$ cat config.mk
export PLATFORM = sky130hd
export DESIGN_NAME = clta_ram
export DESIGN_NICKNAME = d
export VERILOG_FILES = /design/src/rtl/core/clta_ram.sv
export SDC_FILE = /design/constraint.sdc
export NUM_CORES = 1
export LEC_CHECK = 0
export BUFFER_PORTS_ARGS = -buffer_cell sky130_fd_sc_hd__buf_2
export CAP_MARGIN = 30
export CORE_UTILIZATION = 60
export DETAILED_ROUTE_END_ITERATION = 7
export PLACE_DENSITY = 0.82
export SYNTH_ARGS = -nofsm -noshare
export SYNTH_HDL_FRONTEND = slang
export SYNTH_SLANG_ARGS = --single-unit
$ cat constraint.sdc
create_clock -name clk -period 2.9 [get_ports clk]
set_input_delay 0.87 -clock clk [delete_from_list [all_inputs] [get_ports clk]]
set_output_delay 0.87 -clock clk [all_outputs]
set_load 0.02 [all_outputs]
$ cat src/rtl/core/clta_ram.sv
`default_nettype none

module clta_ram #(
    parameter int WIDTH = 8,
    parameter int DEPTH = 16
) (
    input  wire logic                     clk,
    input  wire logic                     we,
    input  wire logic [$clog2(DEPTH)-1:0] waddr,
    input  wire logic [WIDTH-1:0]         wdata,
    input  wire logic                     re,
    input  wire logic [$clog2(DEPTH)-1:0] raddr,
    output      logic [WIDTH-1:0]         rdata
);

    logic [WIDTH-1:0] mem_array [DEPTH];
    logic [WIDTH-1:0] rdata_reg;

    // One write port, one registered read port
    always_ff @(posedge clk) begin
        if (we) begin
            mem_array[waddr] <= wdata;
        end
        if (re) begin
            rdata_reg <= mem_array[raddr];
        end
    end

    assign rdata = rdata_reg;

endmodule

`default_nettype wire

==> impl_metrics.json, run 1 <==
{
  "period_needed_ns": 2.04,
  "postRouteAntennaNets": 0,
  "combPwrFrac_pct": 4.6,
  "setup_viol": 0,
  "worst_slew_pin_slew_ns": 0.630,
  "clockPowerShare_pct": 47.6,
  "initial_utilization_pct": 62.7,
  "grt_pass1_vias": 2635,
  "power_leakage_nw": 2.13,
  "ir_drop_v": 0.000477,
  "drive_gt1_share_pct": 32.2,
  "cts_buffer_depth": 2,
  "cp.required_ns": 3.16,
  "yosysUniqueCellTypes": 18,
  "core_area_um2": 8340,
  "ios": 27,
  "rows": 33,
  "synth_area_leaders": "edfxtp_1, mux4_2, mux4_1, a22oi_1, nor2_1",
  "yosys.area.top_type": "edfxtp_1",
  "setup_ws_ns": 0.856,
  "max_cap_violations": 0,
  "n_antenna_cell": 0,
  "synth_warnings": 0,
  "slew_headroom_pct": 57.9,
  "place.gp.congestion": 0.758,
  "r2r-end": "rdata[1]",
  "status": "complete, no violations",
  "drt-initial-drc-count": 288,
  "fmax_mhz": 489,
  "netlist.area_leader.share_pct": 78.1,
  "cts-root-buf": "clkbuf_8",
  "min_path_cells": 1,
  "htree_num_levels": 4,
  "postCtsHoldBufs": 0,
  "postSynthAreaPerCell_um2": 22.8,
  "firstDrtPassIters": 5,
  "rsz0062_at_grt": "false",
  "post-dp-hpwl_um": 6200,
  "drc_errors": 0,
  "cts_resized": 0,
  "synthToLayoutAreaGrowth_pct": 18.6,
  "r2r-start": "mem_array[1][1]",
  "hold_path.startpoint": "wdata[2]",
  "startpoint_type": "input port",
  "tns_ns": 0,
  "cp_max_fo": 32,
  "cts_made_buffers": 17,
  "r2r_slack_ns": 1.27,
  "wirelength_um": 10700,
  "post_cts_buffers": 0,
  "synth_seq_area_share_pct": 78.1,
  "path_clk_slew_ns": 0.06,
  "vias": 2602,
  "holdWs_ns": 0.725,
  "synthCells": 229,
  "overflow": 0,
  "power_density_nw_per_um2": 752,
  "reg2reg_depth": 3,
  "syn_area_um2": 5230,
  "critical_path_class": "in2reg",
  "post-route-util_pct": 74.3,
  "final_max_slew_viol_count": 0,
  "dp_slack_ns": 0.397,
  "min_path_type": "in2reg",
  "final_nets": 304,
  "largest_register_ffs": 128,
  "critPathArrivalTime_ns": 2.30,
  "dieHeight_um": 95.3,
  "die_area_um2": 9090,
  "viasPerCell": 6.46,
  "p_sw_w": 0.000959,
  "finClkSkew_ns": 0.0106,
  "power_w": 0.00467,
  "drt-wirelength-per-cell_um": 26.7,
  "tritoncts": "built",
  "intPower_w": 0.00371,
  "syn_nets": 248,
  "final_common_cell": "edfxtp_1",
  "grt_pass1_wl_um": 16100,
  "period_share_pct": 70.5,
  "clk_latency_ns": 0.53,
  "end_kind": "register",
  "synth_seq_cells": 136,
  "hold_viol": 0,
  "switching_share_pct": 20.6,
  "pwr-share-seq_pct": 47.8,
  "min_to": "mem_array[7][2]",
  "portBuffers": 26,
  "cts.sinks": 136,
  "final_cell_mix": "edfxtp_1, buf_2, buf_4",
  "grt_max_degree": 33,
  "antenna_found_initial": 0,
  "grtUsageTotal_pct": 27.1,
  "die_x_um": 95.3
}
==> power groups by stage <==
stage,sequential (W),clock [W],combinational [W]
finish,0.00223,0.00222,0.000215
global route,0.00223,0.00232,0.000231
CTS,0.00223,0.00225,0.000216
detailed placement,0.00227,0,0.000211
global placement,0.00226,0,0.000205
floorplan,0.00228,0,0.000112
==> critical path, stage by stage <==
cell and delay, ns:
buf_2 0.11, buf_12 0.25, mux4_1 0.63, a22oi_1 0.29, nand2_1 0.14
==> metal layers <==
layer	GRT usage, %	vias to the layer above	wire length [µm]
met5	0	-	0
met1	36.9	1325	4300
met3	6.62	23	782
li1	-	1095	-
met2	41.8	159	5430
met4	12.9	0	226
==> synth_stat cells, drive strengths merged <==
library cell,instances
a22oi,16
or3b,1
and2b,1
nor2,13
mux4,32
and2,1
buf,7
nand2b,2
nor3,4
nand3,1
nor2b,1
clkdlybuf4s25,3
edfxtp,136
nand2,9
nand3b,2
==> worst max-delay path by stage <==
stage                     startpoint              end  slack, ns  cells after the start
final                       raddr[0]         rdata[1]       0.86                      5
after global routing        raddr[0]         rdata[1]       0.80                      5
after floorplan             waddr[2]  mem_array[0][0]       0.54                      2
after CTS                   raddr[0]         rdata[1]       0.87                      5
after global placement      raddr[0]         rdata[1]       0.44                      5
after detailed placement    raddr[0]         rdata[1]       0.40                      5
==> cell families (layout without fill, tap and decap cells) <==
group / count (synthesis) / after routing / share of synthesized area (%)
AOI/OAI and AO/OA: 16 / 16 / 2.30
buffers and inverters: 10 / 79 / 1.65
DFF: 136 / 136 / 78.1
muxes: 32 / 32 / 14.8
and+or+nand+nor: 35 / 35 / 3.14
==> per-stage QoR <==
stage | instances | cell area, µm²
2_1_floorplan | 229 | 5230
3_3_place_gp | 371 | 5590
3_5_place_dp | 371 | 5590
4_1_cts | 403 | 6200
5_1_grt | 403 | 6200
6_report | 403 | 6200
==> layout make-up <==
cell class | instances | area, µm²
Sequential cell | 136 | 4080
Fill cell | 429 | 2140
Multi-Input combinational cell | 83 | 1060
Clock buffer | 18 | 418
Timing Repair Buffer | 47 | 313
Clock inverter | 14 | 198
Tap cell | 105 | 131
Note: power is estimated with default switching activity, not from simulation.
==> run 2: changes to the inputs <==
CORE_UTILIZATION = 54   (was 60)
PLACE_DENSITY = 0.78   (was 0.82)
clock period = 1.65 ns   (was 2.9 ns; I/O delays follow)
==> run 2 against run 1 <==
Effect of this change: clock power is 60% higher; design area barely moved; critical path depth is 4 lower; worst hold slack lost 0.37 ns; critical endpoint is now rdata[1].
==> impl_metrics.json, run 2 (same netlist as run 1, synthesis figures left out) <==
{
  "overflow": 0,
  "drc_errors": 0,
  "critPathTopFamily": "flip-flops",
  "grt_pass1_wl_um": 15200,
  "path_clk_slew_ns": 0.06,
  "final_cell_mix": "edfxtp_1, mux4_2, buf_2, buf_4",
  "intPower_w": 0.00622,
  "clk_latency_ns": 0.51,
  "cp_max_fo": 1,
  "power_density_nw_per_um2": 1270,
  "setup_viol": 0,
  "period_share_pct": 95.6,
  "end_kind": "output port",
  "portBuffers": 26,
  "synthToLayoutAreaGrowth_pct": 18.7,
  "grt_util_met2_pct": 34.2,
  "cp.required_ns": 1.15,
  "drt-wirelength-per-cell_um": 22.8,
  "tritoncts": "built",
  "finClkSkew_ns": 0.00722,
  "drt-initial-drc-count": 160,
  "critPathArrivalTime_ns": 1.08,
  "final_cell_count_no_fill": 434,
  "grt_max_degree": 18,
  "slew_headroom_pct": 51.2,
  "largest_register_ffs": 128,
  "grtUsageMet1_pct": 30.7,
  "postRouteAntennaNets": 0,
  "n_antenna_cell": 0,
  "grt-busiest-layer": "met2",
  "cts_buffer_depth": 2,
  "critical_path_class": "reg2out",
  "placed_area_um2": 5630,
  "wirelength_um": 9910,
  "rsz0062_at_grt": "false",
  "final_common_cell": "edfxtp_1",
  "worst_slew_pin_slew_ns": 0.731,
  "htree_num_levels": 4,
  "vias": 2517,
  "dpl.cell_count": 402,
  "startpoint_type": "register",
  "rows": 35,
  "die_x_um": 100,
  "combPwrFrac_pct": 5.1,
  "final_max_slew_viol_count": 0,
  "post-dp-hpwl_um": 6390,
  "antenna_found_initial": 0,
  "cpPeakStageDelay_ns": 0.40,
  "grt_pass1_vias": 2585,
  "drive_gt1_share_pct": 39.0,
  "place.gp.congestion": 0.757,
  "grtUsageTotal_pct": 22.4,
  "final_nets": 311,
  "fillers": 594,
  "holdWs_ns": 0.358,
  "initial_utilization_pct": 56.0,
  "cp_num_buf_inv": 1,
  "path_cells": "buf_2",
  "ir_drop_v": 0.000710,
  "cts.sinks": 136,
  "ios": 27,
  "clockPowerShare_pct": 45.2,
  "post_cts_buffers": 0,
  "cpMaxStageDelayCell": "edfxtp_1",
  "max_cap_violations": 0,
  "viasPerCell": 5.80,
  "fmax_mhz": 634,
  "min_path_type": "in2reg",
  "hold_viol": 0,
  "firstDrtPassIters": 6,
  "use_met3_pct": 6.20,
  "cts-root-buf": "clkbuf_8",
  "period_needed_ns": 1.58,
  "status": "complete, no violations",
  "die_area_um2": 10100,
  "p_sw_w": 0.00164,
  "final_area_um2": 6200,
  "core_area_um2": 9330,
  "power_leakage_nw": 2.08,
  "tns_ns": 0,
  "postCtsHoldBufs": 0,
  "cts_made_buffers": 17,
  "pwr-share-seq_pct": 49.8,
  "switching_share_pct": 20.9,
  "dieHeight_um": 100,
  "cts_resized": 0
}
[run 2: cell count changes in the layout (fill, tap and decap cells not counted)]
cell,delta
clkinv_4,+2
nor3_1,-3
mux4_1,-13
buf_4,+7
bufinv_16,-2
nor3_2,+3
inv_6,-2
clkinvlp_4,+2
mux4_2,+13
[run 2: cell type report]
type / instances / area, µm² / share of cell area [%]
sequential: 136 / 4080 / 65.8
multi-input combinational: 83 / 1020 / 16.5
clock buffer: 18 / 418 / 6.74
timing repair buffer: 54 / 365 / 5.89
tap: 129 / 161 / 2.60
clock inverter: 14 / 153 / 2.46
[run 2: final timing paths]
kind                    from  endpoint  slack, ns  cells past startpoint
min                       re  rdata[7]       0.36                      1
max reg2reg  mem_array[1][0]  rdata[0]       0.10                      3
max                 rdata[1]  rdata[1]       0.07                      1
min reg2reg  mem_array[6][1]  rdata[1]       0.75                      3
[run 2: power groups by stage]
stage               Combinational, W  Clock (W)  Sequential [W]
floorplan                   0.000215          0         0.00400
global placement            0.000386          0         0.00398
detailed placement          0.000401          0         0.00399
CTS                         0.000404    0.00359         0.00392
global route                0.000431    0.00373         0.00392
finish                      0.000398    0.00355         0.00391
[run 2: layer usage]
metal  vias to the layer above  routed length, µm
met2                        96               4890
li1                       1097                  -
met5                         -                  0
met1                      1305               4230
met4                         0                207
met3                        19                584
[run 2: metrics by stage]
step	setup slack (ns)	total power (W)	util (%)
6_report	0.0723	0.00786	66.5
5_1_grt	0.0212	0.00808	66.5
4_1_cts	0.0392	0.00791	66.5
3_5_place_dp	-0.446	0.00439	60.4
3_3_place_gp	-0.386	0.00437	60.4
2_1_floorplan	-0.111	0.00422	-
